File: src/rtl/gpta_pkg.sv
// Shared types and constants for the GF(2^m) power-table arithmetic block.
package gpta_pkg;

    localparam int MAX_DEGREE_DEF = 8;
    localparam int OPCODE_W       = 2;
    localparam int EXP_W          = 8;
    localparam int VALUE_W        = 8;
    localparam int STATUS_W       = 2;
    localparam int DEGREE_W       = 4;
    localparam int MASK_W         = 8;
    localparam int CFG_INDEX_W    = 2;
    localparam int CFG_DATA_W     = 8;

    localparam logic [DEGREE_W-1:0] DEGREE_RESET = 4'd8;
    localparam logic [MASK_W-1:0]   MASK_RESET   = 8'd29;

    localparam logic [CFG_INDEX_W-1:0] REG_FIELD_DEGREE   = 2'd0;
    localparam logic [CFG_INDEX_W-1:0] REG_REDUCTION_MASK = 2'd1;

    typedef enum logic [OPCODE_W-1:0] {
        OP_BUILD = 2'd0,
        OP_MUL   = 2'd1,
        OP_ADD   = 2'd2,
        OP_NONE  = 2'd3
    } opcode_t;

    typedef enum logic [STATUS_W-1:0] {
        STAT_OK        = 2'd0,
        STAT_RANGE     = 2'd1,
        STAT_NOT_BUILT = 2'd2
    } status_t;

    typedef enum logic [1:0] {
        S_IDLE   = 2'd0,
        S_BUILD  = 2'd1,
        S_LOOKUP = 2'd2,
        S_RESULT = 2'd3
    } state_t;

endpackage

File: src/rtl/gpta_table_mem.sv
// Power table memory: one write port and two registered read ports.
module gpta_table_mem #(
    parameter int ADDR_W = 8,
    parameter int DATA_W = 8,
    parameter int DEPTH  = 255
) (
    input  logic              aclk,
    input  logic              we,
    input  logic [ADDR_W-1:0] waddr,
    input  logic [DATA_W-1:0] wdata,
    input  logic [ADDR_W-1:0] raddr0,
    input  logic [ADDR_W-1:0] raddr1,
    output logic [DATA_W-1:0] rdata0,
    output logic [DATA_W-1:0] rdata1
);

    logic [DATA_W-1:0] mem [0:DEPTH-1];

    always_ff @(posedge aclk) begin
        if (we) begin
            mem[waddr] <= wdata;
        end
    end

    always_ff @(posedge aclk) begin
        rdata0 <= mem[raddr0];
        rdata1 <= mem[raddr1];
    end

endmodule

File: src/rtl/gpta_ctrl.sv
// Sequencer: configuration registers, table build, lookups and the result register.
module gpta_ctrl #(
    parameter int MAX_DEGREE = gpta_pkg::MAX_DEGREE_DEF
) (
    input  logic                               aclk,
    input  logic                               aresetn,
    input  logic                               s_tvalid,
    output logic                               s_tready,
    input  logic [2*gpta_pkg::EXP_W-1:0]       s_tdata,
    input  logic [gpta_pkg::OPCODE_W-1:0]      s_tuser,
    output logic                               m_tvalid,
    input  logic                               m_tready,
    output logic [gpta_pkg::VALUE_W-1:0]       m_tdata,
    output logic [gpta_pkg::STATUS_W-1:0]      m_tuser,
    input  logic                               cfg_valid,
    output logic                               cfg_ready,
    input  logic [gpta_pkg::CFG_INDEX_W-1:0]   cfg_index,
    input  logic [gpta_pkg::CFG_DATA_W-1:0]    cfg_data,
    output logic                               mem_we,
    output logic [MAX_DEGREE-1:0]              mem_waddr,
    output logic [MAX_DEGREE-1:0]              mem_wdata,
    output logic [MAX_DEGREE-1:0]              mem_raddr0,
    output logic [MAX_DEGREE-1:0]              mem_raddr1,
    input  logic [MAX_DEGREE-1:0]              mem_rdata0,
    input  logic [MAX_DEGREE-1:0]              mem_rdata1
);

    localparam int M  = MAX_DEGREE;
    localparam int DW = $clog2(MAX_DEGREE + 1);
    localparam int CW = (DW > gpta_pkg::DEGREE_W) ? DW : gpta_pkg::DEGREE_W;
    localparam int OW = (M > gpta_pkg::EXP_W) ? M : gpta_pkg::EXP_W;

    gpta_pkg::state_t state_reg, state_next;

    logic [gpta_pkg::DEGREE_W-1:0] degree_reg;
    logic [gpta_pkg::MASK_W-1:0]   mask_reg;
    logic                          built_reg;

    logic [M-1:0] order_reg;
    logic [M-1:0] low_reg;
    logic [M-1:0] k_reg;
    logic [M-1:0] x_reg;
    logic [M-1:0] x_next;
    gpta_pkg::opcode_t op_reg;

    logic [M-1:0]         pend_value_reg;
    gpta_pkg::status_t    pend_status_reg;

    logic                      out_valid_reg;
    logic [gpta_pkg::VALUE_W-1:0] out_value_reg;
    gpta_pkg::status_t         out_status_reg;

    logic              accept;
    logic              out_load;
    logic              build_last;
    gpta_pkg::opcode_t in_op;
    logic [CW-1:0]     fd_ext;
    logic [CW-1:0]     d_eff;
    logic [M-1:0]      order_cur;
    logic [M-1:0]      low_cur;
    logic [OW:0]       a_ext;
    logic [OW:0]       b_ext;
    logic [OW:0]       ord_ext;
    logic [OW:0]       sum;
    logic [OW:0]       e_idx;
    logic              in_range;
    logic              is_query;
    logic [M:0]        x_shift;
    logic              x_over;
    gpta_pkg::status_t in_status;

    always_comb begin
        in_op    = gpta_pkg::opcode_t'(s_tuser);
        accept   = s_tvalid && s_tready;
        is_query = (in_op == gpta_pkg::OP_MUL) || (in_op == gpta_pkg::OP_ADD);

        fd_ext = CW'(degree_reg);
        if (fd_ext < CW'(2)) begin
            d_eff = CW'(2);
        end else if (fd_ext > CW'(MAX_DEGREE)) begin
            d_eff = CW'(MAX_DEGREE);
        end else begin
            d_eff = fd_ext;
        end
        order_cur = {M{1'b1}} >> (CW'(M) - d_eff);
        low_cur   = M'(mask_reg) & order_cur;

        a_ext    = (OW + 1)'(s_tdata[gpta_pkg::EXP_W-1:0]);
        b_ext    = (OW + 1)'(s_tdata[2*gpta_pkg::EXP_W-1:gpta_pkg::EXP_W]);
        ord_ext  = (OW + 1)'(order_cur);
        in_range = (a_ext < ord_ext) && (b_ext < ord_ext);
        sum      = a_ext + b_ext;
        e_idx    = (sum >= ord_ext) ? (sum - ord_ext) : sum;

        if (is_query && !built_reg) begin
            in_status = gpta_pkg::STAT_NOT_BUILT;
        end else if (is_query && !in_range) begin
            in_status = gpta_pkg::STAT_RANGE;
        end else begin
            in_status = gpta_pkg::STAT_OK;
        end

        x_shift    = {x_reg, 1'b0};
        x_over     = |(x_shift & ~{1'b0, order_reg});
        x_next     = x_over ? ((x_shift[M-1:0] & order_reg) ^ low_reg) : x_shift[M-1:0];
        build_last = (k_reg == (order_reg - M'(1)));

        out_load = (state_reg == gpta_pkg::S_RESULT) && (!out_valid_reg || m_tready);
    end

    always_comb begin
        state_next = state_reg;
        unique case (state_reg)
            gpta_pkg::S_IDLE: begin
                if (accept) begin
                    if (in_op == gpta_pkg::OP_BUILD) begin
                        state_next = gpta_pkg::S_BUILD;
                    end else if (is_query && built_reg && in_range) begin
                        state_next = gpta_pkg::S_LOOKUP;
                    end else begin
                        state_next = gpta_pkg::S_RESULT;
                    end
                end
            end
            gpta_pkg::S_BUILD: begin
                if (build_last) begin
                    state_next = gpta_pkg::S_RESULT;
                end
            end
            gpta_pkg::S_LOOKUP: begin
                state_next = gpta_pkg::S_RESULT;
            end
            gpta_pkg::S_RESULT: begin
                if (out_load) begin
                    state_next = gpta_pkg::S_IDLE;
                end
            end
            default: begin
                state_next = gpta_pkg::S_IDLE;
            end
        endcase
    end

    always_comb begin
        s_tready   = (state_reg == gpta_pkg::S_IDLE);
        cfg_ready  = 1'b1;
        mem_we     = (state_reg == gpta_pkg::S_BUILD);
        mem_waddr  = k_reg;
        mem_wdata  = x_reg;
        mem_raddr0 = (in_op == gpta_pkg::OP_MUL) ? e_idx[M-1:0] : a_ext[M-1:0];
        mem_raddr1 = b_ext[M-1:0];
        m_tvalid   = out_valid_reg;
        m_tdata    = out_value_reg;
        m_tuser    = out_status_reg;
    end

    always_ff @(posedge aclk) begin
        if (!aresetn) begin
            state_reg     <= gpta_pkg::S_IDLE;
            degree_reg    <= gpta_pkg::DEGREE_RESET;
            mask_reg      <= gpta_pkg::MASK_RESET;
            built_reg     <= 1'b0;
            out_valid_reg <= 1'b0;
        end else begin
            state_reg <= state_next;
            if (cfg_valid && cfg_ready) begin
                if (cfg_index == gpta_pkg::REG_FIELD_DEGREE) begin
                    degree_reg <= cfg_data[gpta_pkg::DEGREE_W-1:0];
                    built_reg  <= 1'b0;
                end else if (cfg_index == gpta_pkg::REG_REDUCTION_MASK) begin
                    mask_reg  <= cfg_data[gpta_pkg::MASK_W-1:0];
                    built_reg <= 1'b0;
                end
            end else if ((state_reg == gpta_pkg::S_BUILD) && build_last) begin
                built_reg <= 1'b1;
            end
            if (out_load) begin
                out_valid_reg <= 1'b1;
            end else if (m_tready) begin
                out_valid_reg <= 1'b0;
            end
        end
    end

    always_ff @(posedge aclk) begin
        if (accept) begin
            op_reg          <= in_op;
            order_reg       <= order_cur;
            low_reg         <= low_cur;
            k_reg           <= '0;
            x_reg           <= M'(1);
            pend_value_reg  <= '0;
            pend_status_reg <= in_status;
        end else if (state_reg == gpta_pkg::S_BUILD) begin
            k_reg <= k_reg + M'(1);
            x_reg <= x_next;
        end else if (state_reg == gpta_pkg::S_LOOKUP) begin
            pend_value_reg  <= (op_reg == gpta_pkg::OP_MUL) ? mem_rdata0
                                                            : (mem_rdata0 ^ mem_rdata1);
            pend_status_reg <= gpta_pkg::STAT_OK;
        end
        if (out_load) begin
            out_value_reg  <= gpta_pkg::VALUE_W'(pend_value_reg);
            out_status_reg <= pend_status_reg;
        end
    end

endmodule

File: src/rtl/gf2m_power_table_arithmetic.sv
// Top level of the GF(2^m) power-table arithmetic block.
// A build item fills the power table one entry per cycle on the single write port of the
// table memory; once the last entry is written, its result moves to the output register.
// An add item reads both table entries together on the two read ports, while a multiply
// item reads only the entry at the summed exponent; the result passes through the table
// read and the pending result register before it enters the output register. An item that
// fails its checks, or carries no operation, skips the table read. One item is worked on
// at a time, and the next is accepted in the cycle after the previous result has moved
// into the output register; a result waits as long as the output register stays full.
// Configuration writes are taken in any cycle, those to the degree or mask register clear the
// built flag, and configuration writes must only be issued while the block is idle.
module gf2m_power_table_arithmetic #(
    parameter int MAX_DEGREE = gpta_pkg::MAX_DEGREE_DEF
) (
    input  logic                             aclk,
    input  logic                             aresetn,
    input  logic                             s_tvalid,
    output logic                             s_tready,
    input  logic [2*gpta_pkg::EXP_W-1:0]     s_tdata,   // exp_a, exp_b
    input  logic [gpta_pkg::OPCODE_W-1:0]    s_tuser,   // opcode
    output logic                             m_tvalid,
    input  logic                             m_tready,
    output logic [gpta_pkg::VALUE_W-1:0]     m_tdata,   // value
    output logic [gpta_pkg::STATUS_W-1:0]    m_tuser,   // status
    input  logic                             cfg_valid,
    output logic                             cfg_ready,
    input  logic [gpta_pkg::CFG_INDEX_W-1:0] cfg_index,
    input  logic [gpta_pkg::CFG_DATA_W-1:0]  cfg_data
);

    localparam int DEPTH = (1 << MAX_DEGREE) - 1;

    logic                  mem_we;
    logic [MAX_DEGREE-1:0] mem_waddr;
    logic [MAX_DEGREE-1:0] mem_wdata;
    logic [MAX_DEGREE-1:0] mem_raddr0;
    logic [MAX_DEGREE-1:0] mem_raddr1;
    logic [MAX_DEGREE-1:0] mem_rdata0;
    logic [MAX_DEGREE-1:0] mem_rdata1;

    gpta_ctrl #(
        .MAX_DEGREE(MAX_DEGREE)
    ) u_ctrl (
        .aclk       (aclk),
        .aresetn    (aresetn),
        .s_tvalid   (s_tvalid),
        .s_tready   (s_tready),
        .s_tdata    (s_tdata),
        .s_tuser    (s_tuser),
        .m_tvalid   (m_tvalid),
        .m_tready   (m_tready),
        .m_tdata    (m_tdata),
        .m_tuser    (m_tuser),
        .cfg_valid  (cfg_valid),
        .cfg_ready  (cfg_ready),
        .cfg_index  (cfg_index),
        .cfg_data   (cfg_data),
        .mem_we     (mem_we),
        .mem_waddr  (mem_waddr),
        .mem_wdata  (mem_wdata),
        .mem_raddr0 (mem_raddr0),
        .mem_raddr1 (mem_raddr1),
        .mem_rdata0 (mem_rdata0),
        .mem_rdata1 (mem_rdata1)
    );

    gpta_table_mem #(
        .ADDR_W(MAX_DEGREE),
        .DATA_W(MAX_DEGREE),
        .DEPTH (DEPTH)
    ) u_table (
        .aclk   (aclk),
        .we     (mem_we),
        .waddr  (mem_waddr),
        .wdata  (mem_wdata),
        .raddr0 (mem_raddr0),
        .raddr1 (mem_raddr1),
        .rdata0 (mem_rdata0),
        .rdata1 (mem_rdata1)
    );

endmodule
File: config.mk
export PLATFORM = sky130hd
export DESIGN_NAME = gf2m_power_table_arithmetic
export DESIGN_NICKNAME = d
export VERILOG_FILES = /design/src/rtl/gpta_pkg.sv /design/src/rtl/gpta_table_mem.sv /design/src/rtl/gpta_ctrl.sv /design/src/rtl/gf2m_power_table_arithmetic.sv
export SDC_FILE = /design/constraint.sdc
export NUM_CORES = 2
export LEC_CHECK = 0
export BUFFER_PORTS_ARGS = -buffer_cell sky130_fd_sc_hd__buf_4
export CAP_MARGIN = 20
export CORE_MARGIN = 2
export CORE_UTILIZATION = 45
export CTS_CLUSTER_SIZE = 30
export DETAILED_ROUTE_END_ITERATION = 8
export GPL_ROUTABILITY_DRIVEN = 0
export PLACE_DENSITY_LB_ADDON = 0.12
export SYNTH_ARGS = -nofsm -noshare
export SYNTH_HDL_FRONTEND = slang
export SYNTH_SLANG_ARGS = --single-unit
File: constraint.sdc
create_clock -name aclk -period 6.1 [get_ports aclk]
set_clock_uncertainty 0.15 [all_clocks]
set_input_delay 0.61 -clock aclk [delete_from_list [all_inputs] [get_ports aclk]]
set_output_delay 0.61 -clock aclk [all_outputs]
set_load 0.005 [all_outputs]
==> results.py <==
metrics = {
    "outcome": {
        "status": "finished with violations",
        "violations": "slew limit",
    },
    "clocking": {
        "cts-buffers-inserted": 226,
        "clkTransAtPathRegs_ns": 0.06,
        "clock_latency_ns": 0.88,
        "root_buffer": "clkbuf_16",
        "cts_sinks": 2126,
        "htreeDepth": 4,
        "cts_buffer_depth": 3,
        "cts_tree": "done",
    },
    "sta": {
        "relSlewSlack_pct": -18.95,
        "rsz0062_at_grt": "false",
        "setup-violations-final": 0,
        "setup_ws_ns": 0.1976,
        "slew_viol_final": 108,
        "fmax_mhz": 169.4,
        "tightestPinTransition_ns": 1.784,
        "fin_crit_sh_pct": 96.76,
        "hold_viol_final": 0,
        "timing.final.crit_period_ns": 5.902,
    },
    "die": {
        "fp.dieArea_um2": 232300,
        "ioPinCount": 46,
        "row_count": 175,
        "start_util_pct": 45.24,
        "core-area_um2": 227300,
        "die_h_um": 482.0,
        "die_w_um": 482.0,
    },
    "logic_synthesis": {
        "netlist_area_um2": 102800,
        "synthCells": 7054,
        "ys_ff_latch": 2126,
        "synth_cell_types": 93,
        "synth_seq_area_share_pct": 61.54,
        "syn_avg_cell_area_um2": 14.58,
        "netlist_top_cells_area": "edfxtp_1 (60%), mux4_2 (16%), nand2_1 (4.6%)",
        "synthArstFlopShare_pct": 0,
        "synth_warnings": 0,
        "synth.largest_area_cell": "edfxtp_1",
        "synth-edff-count": 2070,
        "ys.flop_type": "edfxtp_1",
        "synth_top_area_share_pct": 60.45,
    },
    "power_and_ir_drop": {
        "ir_worst_vdd_mv": 0.3904,
        "power.leakage_nw": 41.39,
        "power.density_nw_per_um2": 329.5,
    },
    "grt": {
        "grt_max_degree": 223,
        "grt_pass1_vias": 68530,
        "grt_usage_pct": 33.20,
        "antenna_found_initial": 27,
        "gr-total-overflow": 0,
        "grt_first_pass_wirelength_um": 541400,
    },
    "critical_path": {
        "crit_type": "register to register",
        "cpMostUsedCell": "buf_4",
        "crit_buf_inv": 8,
        "path_cells": "inv_1 > o21ai_0 > buf_4 > ha_1 > xnor2_1 > buf_4 > nand2_1 > buf_4 > fa_1 > nor2b_1 > o21ai_0 > nand2b_1 > xor2_1 > o211a_1 > nor2_1 > buf_4 > buf_12 > nor2_2 > buf_4 > nand3_1 > a21o_1 > a31oi_1 > buf_4 > or4_1",
        "critPathCaptureType": "register",
        "critPathMaxFanout": 5,
        "crit_path_top_delay_cell": "a31oi_1",
        "cp.arrival_ns": 6.57,
        "worstPathRequired_ns": 6.77,
        "critPathMaxStageDelay_ns": 0.53,
        "start_kind": "register",
        "cp_top_family": "buffers and inverters",
    },
    "run": {
        "drv_cap": 0,
    },
    "min_path": {
        "hp-class": "input pin to register",
    },
    "placed_design": {
        "hpwlAfterDp_um": 261400,
        "dp_slack_ns": -0.9480,
        "place_area_um2": 111800,
        "port_buffers": 44,
    },
    "route": {
        "wire_per_inst_um": 35.98,
        "wl_um": 389400,
        "drt_iter0_drc": 11120,
        "via_per_inst": 6.678,
        "drc_errors": 0,
        "drtPass1Iterations": 8,
        "postRouteAntennaNets": 0,
        "vias": 72260,
    },
    "finish": {
        "design_area_um2": 119800,
        "top_register": "u_table.mem",
        "drive_gt1_share_pct": 25.85,
        "area_growth_pct": 16.55,
        "fin_nets": 7693,
        "largest_register_ffs": 2040,
        "final_cell_mix": "edfxtp_1 (2070), nand2_1 (1247), mux4_2 (731), buf_4 (713), nand3_1 (595)",
        "final_common_cell": "edfxtp_1",
    },
}
## report_power, final
| group | total, W | switching, W | internal (W) |
|---|---|---|---|
| sequential | 0.0178 | 0.000458 | 0.0174 |
| combinational | 0.00781 | 0.00517 | 0.00264 |
| clock | 0.0138 | 0.00592 | 0.00792 |
## stage by stage
step | hold slack [ns] | power, W | std cells | utilization [%] | TNS [ns]
detailed placement | 0.2565 | 0.02563 | 10340 | 49.20 | -5.090
global placement | 0.2549 | 0.02557 | 10320 | 49.11 | -5.854
finish | 0.1301 | 0.03949 | 10820 | 52.73 | 0
floorplan | 0.2503 | 0.02187 | 7056 | - | 0
CTS | 0.06561 | 0.03931 | 10790 | 52.55 | 0
global route | 0.1294 | 0.04041 | 10810 | 52.72 | 0
## cell usage after synthesis (22+ instances only)
master / n
buf_2: 180
nand2_1: 1253
buf_1: 91
buf_6: 22
mux2i_1: 267
a22oi_1: 63
a311oi_1: 37
o21ai_0: 73
nand4_1: 33
a211oi_1: 138
clkbuf_1: 212
nor2_1: 328
inv_1: 27
nor2b_1: 32
nand3_1: 595
a21oi_1: 193
o22ai_1: 28
ha_1: 46
a31oi_1: 91
mux4_2: 731
nor3_1: 31
and3_1: 114
dfxtp_1: 56
edfxtp_1: 2070
buf_4: 37
## path summary, 6_finish.rpt
check                                              endpoint                                    start  slack (ns)  cells after the start
worst max-delay path              u_table.rdata0[0]$_DFF_P_        u_ctrl.degree_reg[3]$_SDFFE_PN1P_        0.20                     24
worst min-delay path              u_table.rdata1[2]$_DFF_P_                              s_tdata[15]        0.13                      4
worst max register to register    u_table.rdata0[0]$_DFF_P_        u_ctrl.degree_reg[3]$_SDFFE_PN1P_        0.20                     24
worst min register to register  u_ctrl.m_tuser[0]$_DFFE_PP_  u_ctrl.pend_status_reg[0]$_SDFFCE_PP0P_        0.27                      0
## layout make-up
cell class	count	area, um^2
well taps	3009	3765
clock buffers	288	6065
inverters	27	101.3
flip-flops and latches	2126	63310
clock inverters	131	1276
repair buffers	886	8439
fillers	18570	107400
diodes	8	20.02
multi-input cells	4345	36870
## timing repair
action,in CTS,in global routing
hold buffers,20,0
resized for setup,4,16
buffers inserted,5,11
endpoints found under the hold margin,18,0
pin swaps,2,2
endpoints found under the setup margin,6,8
gates cloned,0,1
## layer usage
| layer | routed length, um | vias up | global-route usage (%) |
|---|---|---|---|
| li1 | - | 29030 | - |
| met1 | 149500 | 37440 | 46.18 |
| met2 | 172400 | 4921 | 49.61 |
| met3 | 46350 | 859 | 8.021 |
| met4 | 20990 | 14 | 15.16 |
| met5 | 92 | - | 0 |
## worst min-delay path: cells and delay by family
kind,cells,cell delay [ns]
buffers and inverters,2,0.36
and+or+nand+nor,1,0.07
AOI/OAI and AO/OA,1,0.06
## logic make-up after synthesis
group / Yosys count / synth area share, %
adder cells (fa/ha/maj): 48 / 0.5987
buffers and inverters: 585 / 2.874
AND/OR/NAND/NOR: 2445 / 10.32
other: 1 / 0.003647
multiplexers: 1023 / 19.09
XOR/XNOR: 35 / 0.3212
flip-flops: 2126 / 61.54
AO/OA/AOI/OAI: 791 / 5.249
No activity file was read; power rests on OpenSTA's default activity.
